===== src/rtl/hmp_pkg.sv =====
// ============================================================================
// hmp_pkg
// Shared types and constants of the hash message padder: register indexes,
// controller states, byte sources and the command and status bundles.
// ============================================================================
`default_nettype none

package hmp_pkg;

    localparam int unsigned MAX_BLOCK_BYTES_DEF = 128;

    localparam int unsigned CFG_INDEX_W = 3;
    localparam int unsigned CFG_DATA_W  = 8;

    localparam logic [CFG_INDEX_W-1:0] REG_BLOCK_BYTES      = 3'd0;
    localparam logic [CFG_INDEX_W-1:0] REG_WORD_BYTES       = 3'd1;
    localparam logic [CFG_INDEX_W-1:0] REG_LENGTH_BYTES     = 3'd2;
    localparam logic [CFG_INDEX_W-1:0] REG_BIG_ENDIAN_ORDER = 3'd3;

    localparam logic [7:0] MARK_BYTE = 8'h80;

    typedef enum logic [1:0] {
        ST_IDLE,
        ST_MARK,
        ST_ZERO,
        ST_LEN
    } state_t;

    typedef enum logic [1:0] {
        SRC_DATA,
        SRC_MARK,
        SRC_ZERO,
        SRC_LEN
    } byte_src_t;

    typedef struct packed {
        logic      push;
        byte_src_t sel;
        logic      count;
        logic      len_step;
        logic      finish;
    } cmd_t;

    typedef struct packed {
        logic slot_free;
        logic at_len_start;
        logic len_last;
    } status_t;

endpackage

`default_nettype wire


===== src/rtl/hmp_ctrl.sv =====
// ============================================================================
// hmp_ctrl
// Sequencer: takes input transactions, then walks the marker, zero fill and
// length field one byte per cycle while the output slot is free, issuing push commands to the datapath.
// ============================================================================
`default_nettype none

module hmp_ctrl
    import hmp_pkg::*;
(
    input  wire logic    clk,
    input  wire logic    rst_n,
    input  wire logic    in_valid,
    output logic         in_ready,
    input  wire logic    byte_valid,
    input  wire logic    end_of_message,
    input  wire status_t status,
    output cmd_t         cmd
);

    state_t state_reg;
    state_t state_next;

    always_ff @(posedge clk or negedge rst_n)
    begin
        if (!rst_n)
        begin
            state_reg <= ST_IDLE;
        end
        else
        begin
            state_reg <= state_next;
        end
    end

    always_comb
    begin
        state_next   = state_reg;
        in_ready     = 1'b0;
        cmd.push     = 1'b0;
        cmd.sel      = SRC_DATA;
        cmd.count    = 1'b0;
        cmd.len_step = 1'b0;
        cmd.finish   = 1'b0;
        unique case (state_reg)
            ST_IDLE:
            begin
                in_ready = status.slot_free;
                if (in_valid && status.slot_free)
                begin
                    cmd.push  = byte_valid;
                    cmd.count = byte_valid;
                    if (end_of_message)
                    begin
                        state_next = ST_MARK;
                    end
                end
            end
            ST_MARK:
            begin
                if (status.slot_free)
                begin
                    cmd.push   = 1'b1;
                    cmd.sel    = SRC_MARK;
                    state_next = ST_ZERO;
                end
            end
            ST_ZERO:
            begin
                if (status.at_len_start)
                begin
                    state_next = ST_LEN;
                end
                else if (status.slot_free)
                begin
                    cmd.push = 1'b1;
                    cmd.sel  = SRC_ZERO;
                end
            end
            ST_LEN:
            begin
                if (status.slot_free)
                begin
                    cmd.push     = 1'b1;
                    cmd.sel      = SRC_LEN;
                    cmd.len_step = 1'b1;
                    if (status.len_last)
                    begin
                        cmd.finish = 1'b1;
                        state_next = ST_IDLE;
                    end
                end
            end
            default:
            begin
                state_next = ST_IDLE;
            end
        endcase
    end

endmodule

`default_nettype wire


===== src/rtl/hmp_datapath.sv =====
// ============================================================================
// hmp_datapath
// Configuration registers, word packing, block position, byte count, length
// field byte selection and the output register.
// ============================================================================
`default_nettype none

module hmp_datapath
    import hmp_pkg::*;
#(
    parameter int unsigned MAX_BLOCK_BYTES = MAX_BLOCK_BYTES_DEF
)
(
    input  wire logic                   clk,
    input  wire logic                   rst_n,
    input  wire logic                   cfg_wr_en,
    input  wire logic [CFG_INDEX_W-1:0] cfg_index,
    input  wire logic [CFG_DATA_W-1:0]  cfg_data,
    input  wire cmd_t                   cmd,
    output status_t                     status,
    input  wire logic [7:0]             data_byte,
    output logic                        out_valid,
    input  wire logic                   out_ready,
    output logic [63:0]                 padded_word,
    output logic                        block_end,
    output logic                        message_end
);

    localparam int unsigned BIB_W    = $clog2(MAX_BLOCK_BYTES);
    localparam int unsigned CNT_W    = BIB_W + 1;
    localparam logic        LARGE_OK = (MAX_BLOCK_BYTES >= 128);

    logic blk_large_reg;
    logic wrd8_reg;
    logic len16_reg;
    logic big_reg;

    logic [63:0]      acc_reg;
    logic [63:0]      acc_next;
    logic [BIB_W-1:0] bib_reg;
    logic [BIB_W-1:0] bib_next;
    logic [60:0]      total_reg;
    logic [60:0]      total_next;
    logic [3:0]       len_cnt_reg;
    logic [3:0]       len_cnt_next;
    logic             out_valid_reg;
    logic             out_valid_next;
    logic [63:0]      word_reg;
    logic             block_end_reg;
    logic             message_end_reg;

    logic [CNT_W-1:0] blk_size;
    logic [CNT_W-1:0] len_size;
    logic [CNT_W-1:0] len_start;
    logic [CNT_W-1:0] bib_inc;
    logic             bend;
    logic [2:0]       pos;
    logic [2:0]       wtop;
    logic [2:0]       lane;
    logic             word_last;
    logic [3:0]       len_top;
    logic [3:0]       len_k;
    logic [7:0][7:0]  len_lanes;
    logic [7:0]       len_byte;
    logic [7:0]       push_val;
    logic [7:0][7:0]  acc_lanes;
    logic [7:0][7:0]  acc_or;
    logic             emit;

    always_ff @(posedge clk or negedge rst_n)
    begin
        if (!rst_n)
        begin
            blk_large_reg <= 1'b0;
            wrd8_reg      <= 1'b0;
            len16_reg     <= 1'b0;
            big_reg       <= 1'b0;
        end
        else if (cfg_wr_en)
        begin
            unique case (cfg_index)
                REG_BLOCK_BYTES:      blk_large_reg <= cfg_data[7];
                REG_WORD_BYTES:       wrd8_reg      <= cfg_data[3];
                REG_LENGTH_BYTES:     len16_reg     <= cfg_data[4];
                REG_BIG_ENDIAN_ORDER: big_reg       <= cfg_data[0];
                default:
                begin
                end
            endcase
        end
    end

    assign blk_size  = (blk_large_reg && LARGE_OK) ? CNT_W'(128) : CNT_W'(64);
    assign len_size  = len16_reg ? CNT_W'(16) : CNT_W'(8);
    assign len_start = blk_size - len_size;

    assign pos       = wrd8_reg ? bib_reg[2:0] : {1'b0, bib_reg[1:0]};
    assign wtop      = wrd8_reg ? 3'd7 : 3'd3;
    assign word_last = (pos == wtop);
    assign lane      = big_reg ? (wtop - pos) : pos;
    assign bib_inc   = {1'b0, bib_reg} + CNT_W'(1);
    assign bend      = (bib_inc >= blk_size);

    assign len_top   = len16_reg ? 4'd15 : 4'd7;
    assign len_k     = big_reg ? (len_top - len_cnt_reg) : len_cnt_reg;
    assign len_lanes = {total_reg, 3'b000};
    assign len_byte  = len_k[3] ? 8'h00 : len_lanes[len_k[2:0]];

    always_comb
    begin
        unique case (cmd.sel)
            SRC_DATA: push_val = data_byte;
            SRC_MARK: push_val = MARK_BYTE;
            SRC_ZERO: push_val = 8'h00;
            SRC_LEN:  push_val = len_byte;
            default:  push_val = 8'h00;
        endcase
    end

    assign acc_lanes = acc_reg;

    always_comb
    begin
        for (int j = 0; j < 8; j++)
        begin
            acc_or[j] = acc_lanes[j] | ((lane == 3'(j)) ? push_val : 8'h00);
        end
    end

    always_comb
    begin
        acc_next     = acc_reg;
        bib_next     = bib_reg;
        total_next   = total_reg;
        len_cnt_next = len_cnt_reg;
        emit         = 1'b0;
        if (cmd.push)
        begin
            if (word_last)
            begin
                emit     = 1'b1;
                acc_next = '0;
                bib_next = bend ? '0 : bib_inc[BIB_W-1:0];
            end
            else
            begin
                acc_next = acc_or;
                bib_next = bib_inc[BIB_W-1:0];
            end
        end
        if (cmd.count)
        begin
            total_next = total_reg + 61'd1;
        end
        if (cmd.len_step)
        begin
            len_cnt_next = len_cnt_reg + 4'd1;
        end
        if (cmd.finish)
        begin
            acc_next     = '0;
            bib_next     = '0;
            total_next   = '0;
            len_cnt_next = '0;
        end
    end

    assign out_valid_next = emit ? 1'b1 : (out_ready ? 1'b0 : out_valid_reg);

    always_ff @(posedge clk or negedge rst_n)
    begin
        if (!rst_n)
        begin
            acc_reg       <= '0;
            bib_reg       <= '0;
            total_reg     <= '0;
            len_cnt_reg   <= '0;
            out_valid_reg <= 1'b0;
        end
        else
        begin
            acc_reg       <= acc_next;
            bib_reg       <= bib_next;
            total_reg     <= total_next;
            len_cnt_reg   <= len_cnt_next;
            out_valid_reg <= out_valid_next;
        end
    end

    always_ff @(posedge clk)
    begin
        if (emit)
        begin
            word_reg        <= acc_or;
            block_end_reg   <= bend;
            message_end_reg <= cmd.finish;
        end
    end

    assign status.slot_free    = !out_valid_reg || out_ready;
    assign status.at_len_start = ({1'b0, bib_reg} == len_start);
    assign status.len_last     = (len_cnt_reg == (len_size[3:0] - 4'd1));

    assign out_valid   = out_valid_reg;
    assign padded_word = word_reg;
    assign block_end   = block_end_reg;
    assign message_end = message_end_reg;

    a_push_needs_slot: assert property (@(posedge clk) disable iff (!rst_n)
        cmd.push |-> status.slot_free)
        else $error("push issued while output slot occupied");

    a_finish_closes_block: assert property (@(posedge clk) disable iff (!rst_n)
        cmd.finish |-> cmd.push && word_last && bend)
        else $error("length field does not end on a block boundary");

    a_finish_emits_last: assert property (@(posedge clk) disable iff (!rst_n)
        cmd.finish |=> out_valid && message_end && block_end)
        else $error("final word not flagged as message end");

    a_finish_clears: assert property (@(posedge clk) disable iff (!rst_n)
        cmd.finish |=> (total_reg == '0) && (bib_reg == '0) && (acc_reg == '0))
        else $error("message state not cleared after padding");

endmodule

`default_nettype wire


===== src/rtl/hash_message_padder_top.sv =====
// ============================================================================
// hash_message_padder_top
// Packs message bytes into words and appends the 0x80 marker, zero fill and
// bit length field, closing the padded message on a block boundary.
// ============================================================================
// Data bytes: one per cycle while the output drains; a word sits in the output
// register the cycle after its last byte is taken.
// End of message: one padding byte (marker, zeros, length field) per cycle plus
// an idle step at the start of the length field; input is held meanwhile. The
// single output register sets the pace: every byte waits for the slot. Reset
// clears all but the output word and flags; config resets to 64/4/8/little.
// ============================================================================
`default_nettype none

module hash_message_padder_top
    import hmp_pkg::*;
#(
    parameter int unsigned MAX_BLOCK_BYTES = MAX_BLOCK_BYTES_DEF
)
(
    input  wire logic                   clk,
    input  wire logic                   rst_n,
    input  wire logic                   cfg_wr_en,
    input  wire logic [CFG_INDEX_W-1:0] cfg_index,
    input  wire logic [CFG_DATA_W-1:0]  cfg_data,
    input  wire logic                   in_valid,
    output logic                        in_ready,
    input  wire logic [7:0]             data_byte,
    input  wire logic                   byte_valid,
    input  wire logic                   end_of_message,
    output logic                        out_valid,
    input  wire logic                   out_ready,
    output logic [63:0]                 padded_word,
    output logic                        block_end,
    output logic                        message_end
);

    cmd_t    cmd;
    status_t status;

    hmp_ctrl u_ctrl (
        .clk            (clk),
        .rst_n          (rst_n),
        .in_valid       (in_valid),
        .in_ready       (in_ready),
        .byte_valid     (byte_valid),
        .end_of_message (end_of_message),
        .status         (status),
        .cmd            (cmd)
    );

    hmp_datapath #(
        .MAX_BLOCK_BYTES (MAX_BLOCK_BYTES)
    ) u_datapath (
        .clk         (clk),
        .rst_n       (rst_n),
        .cfg_wr_en   (cfg_wr_en),
        .cfg_index   (cfg_index),
        .cfg_data    (cfg_data),
        .cmd         (cmd),
        .status      (status),
        .data_byte   (data_byte),
        .out_valid   (out_valid),
        .out_ready   (out_ready),
        .padded_word (padded_word),
        .block_end   (block_end),
        .message_end (message_end)
    );

endmodule

`default_nettype wire


===== config.mk =====
export PLATFORM = sky130hd
export DESIGN_NAME = hash_message_padder_top
export DESIGN_NICKNAME = d
export VERILOG_FILES = /design/src/rtl/hmp_pkg.sv /design/src/rtl/hmp_ctrl.sv /design/src/rtl/hmp_datapath.sv /design/src/rtl/hash_message_padder_top.sv
export SDC_FILE = /design/constraint.sdc
export NUM_CORES = 1
export LEC_CHECK = 0
export BUFFER_PORTS_ARGS = -buffer_cell sky130_fd_sc_hd__buf_2
export CAP_MARGIN = 20
export CORE_ASPECT_RATIO = 0.9
export CORE_MARGIN = 4
export CORE_UTILIZATION = 30
export CTS_CLUSTER_SIZE = 28
export DETAILED_ROUTE_END_ITERATION = 8
export PLACE_DENSITY = 0.47
export SYNTH_ARGS = -nofsm -noshare
export SYNTH_HDL_FRONTEND = slang
export SYNTH_HIERARCHICAL = 1
export SYNTH_SLANG_ARGS = --single-unit
export TNS_END_PERCENT = 50

===== constraint.sdc =====
create_clock -name clk -period 5.9 [get_ports clk]
set_clock_uncertainty 0.05 [all_clocks]
set_input_delay 1.18 -clock clk [delete_from_list [all_inputs] [get_ports clk]]
set_output_delay 1.18 -clock clk [all_outputs]
set_load 0.03 [all_outputs]

==> results of run 1 <==
## cell usage in the layout, fill, tap and decap left out, types with 15 or more instances in the layout
cell type | netlist | final
a21oi_1 | 68 | 68
xnor2_1 | 24 | 24
mux2_2 | 37 | 37
nand2_1 | 72 | 72
clkbuf_16 | 0 | 26
o21bai_1 | 65 | 65
o22ai_1 | 16 | 16
xor2_1 | 20 | 20
o21ai_0 | 54 | 53
buf_4 | 1 | 18
nand3_1 | 34 | 34
dfrtp_1 | 143 | 142
or4_1 | 18 | 18
nand4_1 | 24 | 24
nor2_1 | 86 | 85
o31ai_1 | 15 | 15
edfxtp_1 | 66 | 66
buf_2 | 14 | 88
## worst max-delay path: stages (launching register included)
cell,delay (ps)
dfrtp_1,650
inv_1,180
ha_1,250
nand4b_1,90
nor3_1,70
nor2b_1,210
nor2_1,70
nor3b_1,430
o211ai_1,510
nor3_2,730
a21oi_1,460
o21bai_1,340
## kinds of logic (layout without fill, tap and decap cells)
family                     after synthesis  count (layout)
AOI/OAI and AO/OA                      271             271
DFF                                    209             209
buffers and inverters                   73             167
adders and majority gates               11              11
and+or+nand+nor                        362             362
xor gates and xnor gates                44              44
muxes                                   59              59
## stage by stage
| step | hold WS (ps) | instances | total power, mW |
|---|---|---|---|
| after floorplan | 394 | 1029 | 3.87 |
| after global placement | 405 | 1550 | 4.59 |
| after detailed placement | 414 | 1550 | 4.61 |
| after CTS | 428 | 1598 | 6.26 |
| after global routing | 438 | 1599 | 6.60 |
| final | 421 | 1599 | 6.18 |
## synth_stat cells (all sizes together) (20+ instances only)
master / instances / area share
o21ai: 60 / 0.027
a21oi: 68 / 0.031
nand3: 35 / 0.016
nand4: 27 / 0.018
xnor2: 24 / 0.019
o21bai: 65 / 0.044
clkbuf: 40 / 0.019
dfrtp: 143 / 0.33
edfxtp: 66 / 0.18
mux2: 38 / 0.039
nor2: 86 / 0.029
xor2: 20 / 0.016
nand2: 74 / 0.026
buf: 22 / 0.011
## power groups by stage
stage | combinational [mW] | clock [mW] | sequential [mW]
floorplan | 1.43 | 0 | 2.44
global placement | 2.28 | 0 | 2.31
detailed placement | 2.29 | 0 | 2.32
CTS | 2.30 | 1.67 | 2.30
global route | 2.57 | 1.73 | 2.30
finish | 2.33 | 1.62 | 2.24
## worst paths after layout
path | from | endpoint | slack, ps
setup / recovery | u_datapath/bib_reg[0]$_DFFE_PN0P_ | u_datapath/padded_word[20]$_DFFE_PP_ | 1660
hold / removal | u_datapath/acc_lanes[60]$_DFFE_PN0P_ | u_datapath/acc_lanes[60]$_DFFE_PN0P_ | 420
setup reg to reg | u_datapath/bib_reg[0]$_DFFE_PN0P_ | u_datapath/padded_word[20]$_DFFE_PP_ | 1660
hold reg to reg | u_datapath/acc_lanes[60]$_DFFE_PN0P_ | u_datapath/acc_lanes[60]$_DFFE_PN0P_ | 420
max in group asynchronous | rst_n | u_datapath/acc_lanes[49]$_DFFE_PN0P_ | 4180
min in group asynchronous | rst_n | u_datapath/total_reg[8]$_DFFE_PN0P_ | 570
## routing by layer
| layer | vias to the layer above | global-route usage |
|---|---|---|
| met5 | - | 0 |
| met4 | 0 | 0.0361 |
| met3 | 39 | 0.0234 |
| li1 | 3986 | - |
| met2 | 165 | 0.238 |
| met1 | 4089 | 0.212 |
## final cells by class
| cell class | instances | area (um2) | share of cell area |
|---|---|---|---|
| sequential | 209 | 5560 | 0.436 |
| multi-input combinational | 747 | 5070 | 0.397 |
| clock buffer | 37 | 762 | 0.0597 |
| timing repair buffer | 108 | 607 | 0.0475 |
| tap | 476 | 596 | 0.0467 |
| clock inverter | 11 | 126 | 0.00990 |
| inverter | 11 | 41.3 | 0.00323 |
==> impl_metrics.toml, run 1 <==
[status]
status = "finished clean"

[global_route]
overflow = 0
grt_pass1_vias = 8229
track_usage = 0.148
grt_pass1_wl_um = 47700
antenna_found_initial = 0
grt_max_degree = 59

[cts]
ctsResizeCount = 0
post_cts_buffers = 0
cts_tree = "built"
numCtsBuffers = 26
clockBufferDepth = 3
clock-sinks = 209
clkTransAtPathRegs_ps = 60
cts_max_level = 1
clock_latency_ps = 540
postCtsHoldBufs = 0
cts-root-buf = "clkbuf_16"

[critical_path]
worstSetupPathType = "reg -> reg"
end_kind = "register"
worstPathRequired_ps = 6200
worstRegToRegCells = 11
path_max_fanout = 16
arrival_ps = 4550
start_kind = "register"

[drt]
viasPerCell = 5.18
met3RoutedLength_um = 1390
wire_per_inst_um = 18.7
drtPass1Iterations = 5
drt_iter0_drc = 627
routed_wl_um = 29900
highest_layer = "met4"
m1WireLength_um = 14000
wl_met2_um = 13700
drc = 0
ant_nets = 0
num_vias = 8279

[yosys]
synth-async-reset-ratio = 0.684
netlist_area_mm2 = 0.0110
synthSimpleGateAreaFrac = 0.183
synth-seq-cells = 209
synthMuxAreaShare = 0.0709
synthXorXnorAreaFrac = 0.0351
synth_flop_cell = "dfrtp_1"
netlist_instances = 1029
synth_top_family_by_area = "simple AND/OR/NAND/NOR gates"
synth-edff-count = 66
postSynthAreaPerCell_um2 = 10.7
yosys_warnings = 6
synth_compound_area_frac = 0.158
synthAdderAreaFrac = 0.0125
yosysUniqueCellTypes = 77
ys_seq_area_frac = 0.506
synth_nets = 1066

[sta]
setup_viol = 0
max_slew_margin = 0.347
tightest_slew_ps = 975
finalHoldViolCount = 0
slew_viol_final = 0
layout_min_cycle_time_ps = 4240
period_share = 0.719
fin_ws_ps = 1660
max_freq_ghz = 0.236
finalSetupTns_ps = 0
rsz0062_at_grt = "no"

[final_layout]
finalNetCount = 1140
diodes = 0
final_util = 0.353
layout-drive-gt1-share = 0.216
final_area_mm2 = 0.0128
area_growth_pct = 16.1
n_fill_cell = 3639

[placement]
place_congestion = 0.788
placed_area_mm2 = 0.0119
place_ws_ps = 1590
hpwl_um = 20400
port_buffers = 89

[flow_run]
drv_cap = 0

[die]
start_util = 0.304
core.rowCount = 66
die_h_um = 190
dieWidth_um = 210
design.core.area_mm2 = 0.0362
io_pins = 94
dieArea_mm2 = 0.0398

[pwr]
power.switching_mw = 2.45
ir_drop_v = 0.000189
swShare = 0.397
p_comb_frac = 0.377
p_per_area_mw_per_mm2 = 484
p_leak_nw = 5.11
p_int_mw = 3.73
clkPwrFrac = 0.261
sequentialPowerShare = 0.362

[hold_path]
hold_path_class = "reg -> reg"
hold_depth = 2
No activity file was read; power rests on OpenSTA's default activity.
==> run 2: changes to the inputs <==
PLACE_DENSITY = 0.48   (was 0.47)
clock period = 3.6 ns   (was 5.9 ns; I/O delays follow)
==> impl_metrics.toml, run 2 (synthesis results as in run 1) <==
[status]
status = "finished clean"

[global_route]
antenna_found_initial = 1
grt_pass1_vias = 8129
grt_max_degree = 68
overflow = 0
track_usage = 0.150
grt_pass1_wl_um = 48000

[final_layout]
regArea_mm2 = 0.00556
finalNetCount = 1168
layout_commonest_cell = "dfrtp_1"
layout-drive-gt1-share = 0.234
n_fill_cell = 3626
multi_input_area_mm2 = 0.00507
diodes = 0
area_growth_pct = 17.6
final_cell_mix = "dfrtp_1 (142), buf_2 (88), nor2_1 (85), nand2_1 (71), a21oi_1 (68)"

[die]
core.rowCount = 66
io_pins = 94
die_h_um = 190
start_util = 0.304
dieArea_mm2 = 0.0398
design.core.area_mm2 = 0.0362
dieWidth_um = 210

[placement]
port_buffers = 89
place_ws_ps = 388
place_congestion = 0.804
hpwl_um = 20800

[pwr]
sequentialPowerShare = 0.358
power_mw = 10.2
clkPwrFrac = 0.247
p_leak_nw = 5.22
power.switching_mw = 4.04
ir_drop_v = 0.000385
p_per_area_mw_per_mm2 = 786
p_comb_frac = 0.395
swShare = 0.398
p_int_mw = 6.12

[cts]
numCtsBuffers = 25
cts_max_level = 1
post_cts_buffers = 0
clock-sinks = 209
ctsResizeCount = 0
clkTransAtPathRegs_ps = 60
cts_tree = "built"
clock_latency_ps = 550
postCtsHoldBufs = 0
cts-root-buf = "clkbuf_16"
clockBufferDepth = 3

[sta]
finalSetupTns_ps = 0
setup_viol = 0
finalHoldViolCount = 0
max_slew_margin = 0.397
layout_min_cycle_time_ps = 3260
rsz0062_at_grt = "no"
fin_ws_ps = 335
tightest_slew_ps = 900
period_share = 0.907
max_freq_ghz = 0.306
slew_viol_final = 0

[drt]
drtPass1Iterations = 5
wire_per_inst_um = 18.6
num_vias = 8371
viasPerCell = 5.15
ant_nets = 0
drt_iter0_drc = 380
routed_wl_um = 30300
drc = 0

[flow_run]
drv_cap = 0

[critical_path]
worstPathRequired_ps = 3930
arrival_ps = 3600
end_kind = "register"
path_max_fanout = 16
start_kind = "register"
worstSetupPathType = "reg -> reg"

[hold_path]
hold_path_class = "in -> async"
run 2: cell count changes in the layout (fill, tap and decap cells not counted), sizes merged:
cell | before | now
inv | 12 | 11
clkinv | 5 | 9
clkinvlp | 3 | 2
buf | 108 | 137
clkbuf | 37 | 31
run 2: layout make-up:
class | count | area share
clock buffers | 31 | 0.0525
flip-flops and latches | 209 | 0.430
inverters | 11 | 0.00348
repair buffers | 137 | 0.0648
clock inverters | 13 | 0.0104
multi-input cells | 747 | 0.393
well taps | 476 | 0.0461
run 2: worst paths after layout:
check | startpoint | endpoint | slack, ps | cells after the start
min reg2reg | u_datapath/acc_lanes[49]$_DFFE_PN0P_ | u_datapath/acc_lanes[49]$_DFFE_PN0P_ | 420 | 2
max reg2reg | u_datapath/bib_reg[0]$_DFFE_PN0P_ | u_datapath/padded_word[10]$_DFFE_PP_ | 340 | 12
max | u_datapath/bib_reg[0]$_DFFE_PN0P_ | u_datapath/padded_word[10]$_DFFE_PP_ | 340 | 12
max in group asynchronous | rst_n | u_datapath/total_reg[12]$_DFFE_PN0P_ | 2510 | 2
min | rst_n | u_datapath/total_reg[33]$_DFFE_PN0P_ | 140 | 1
min in group clk | cfg_data[7] | u_datapath/blk_large_reg$_DFFE_PN0P_ | 340 | 3
run 2: critical path: stages (launching register included):
cell,delay [ps]
dfrtp_1,340
inv_1,80
ha_1,210
nand4b_1,100
nor3_1,60
nor2b_1,240
nor2_1,70
nor3b_1,440
o211ai_1,490
nor4_1,480
a211oi_2,120
buf_4,240
o21bai_1,180
run 2: power groups by stage:
| stage | logic [mW] | clock network (mW) | registers, mW |
|---|---|---|---|
| final | 4.02 | 2.51 | 3.64 |
| after floorplan | 2.38 | 0 | 3.99 |
| after CTS | 4.06 | 2.60 | 3.65 |
| after detailed placement | 4.05 | 0 | 3.69 |
| after global placement | 4.03 | 0 | 3.68 |
| after global routing | 4.39 | 2.70 | 3.73 |
run 2: through the flow:
| stage | util | std cells | cell area [um2] | hold WS, ps |
|---|---|---|---|---|
| 5_1_grt | 0.357 | 1624 | 12900 | 193 |
| 3_5_place_dp | 0.335 | 1580 | 12100 | 414 |
| 2_1_floorplan | - | 1029 | 11000 | 374 |
| 3_3_place_gp | 0.335 | 1580 | 12100 | 406 |
| 6_report | 0.357 | 1624 | 12900 | 143 |
| 4_1_cts | 0.357 | 1624 | 12900 | 164 |
run 2: per-layer routing:
metal / up-vias / GRT usage / routed length (um)
li1: 4052 / - / -
met1: 4103 / 0.218 / 14700
met2: 181 / 0.236 / 13700
met3: 35 / 0.0232 / 1270
met4: 0 / 0.0359 / 639
met5: - / 0 / 0
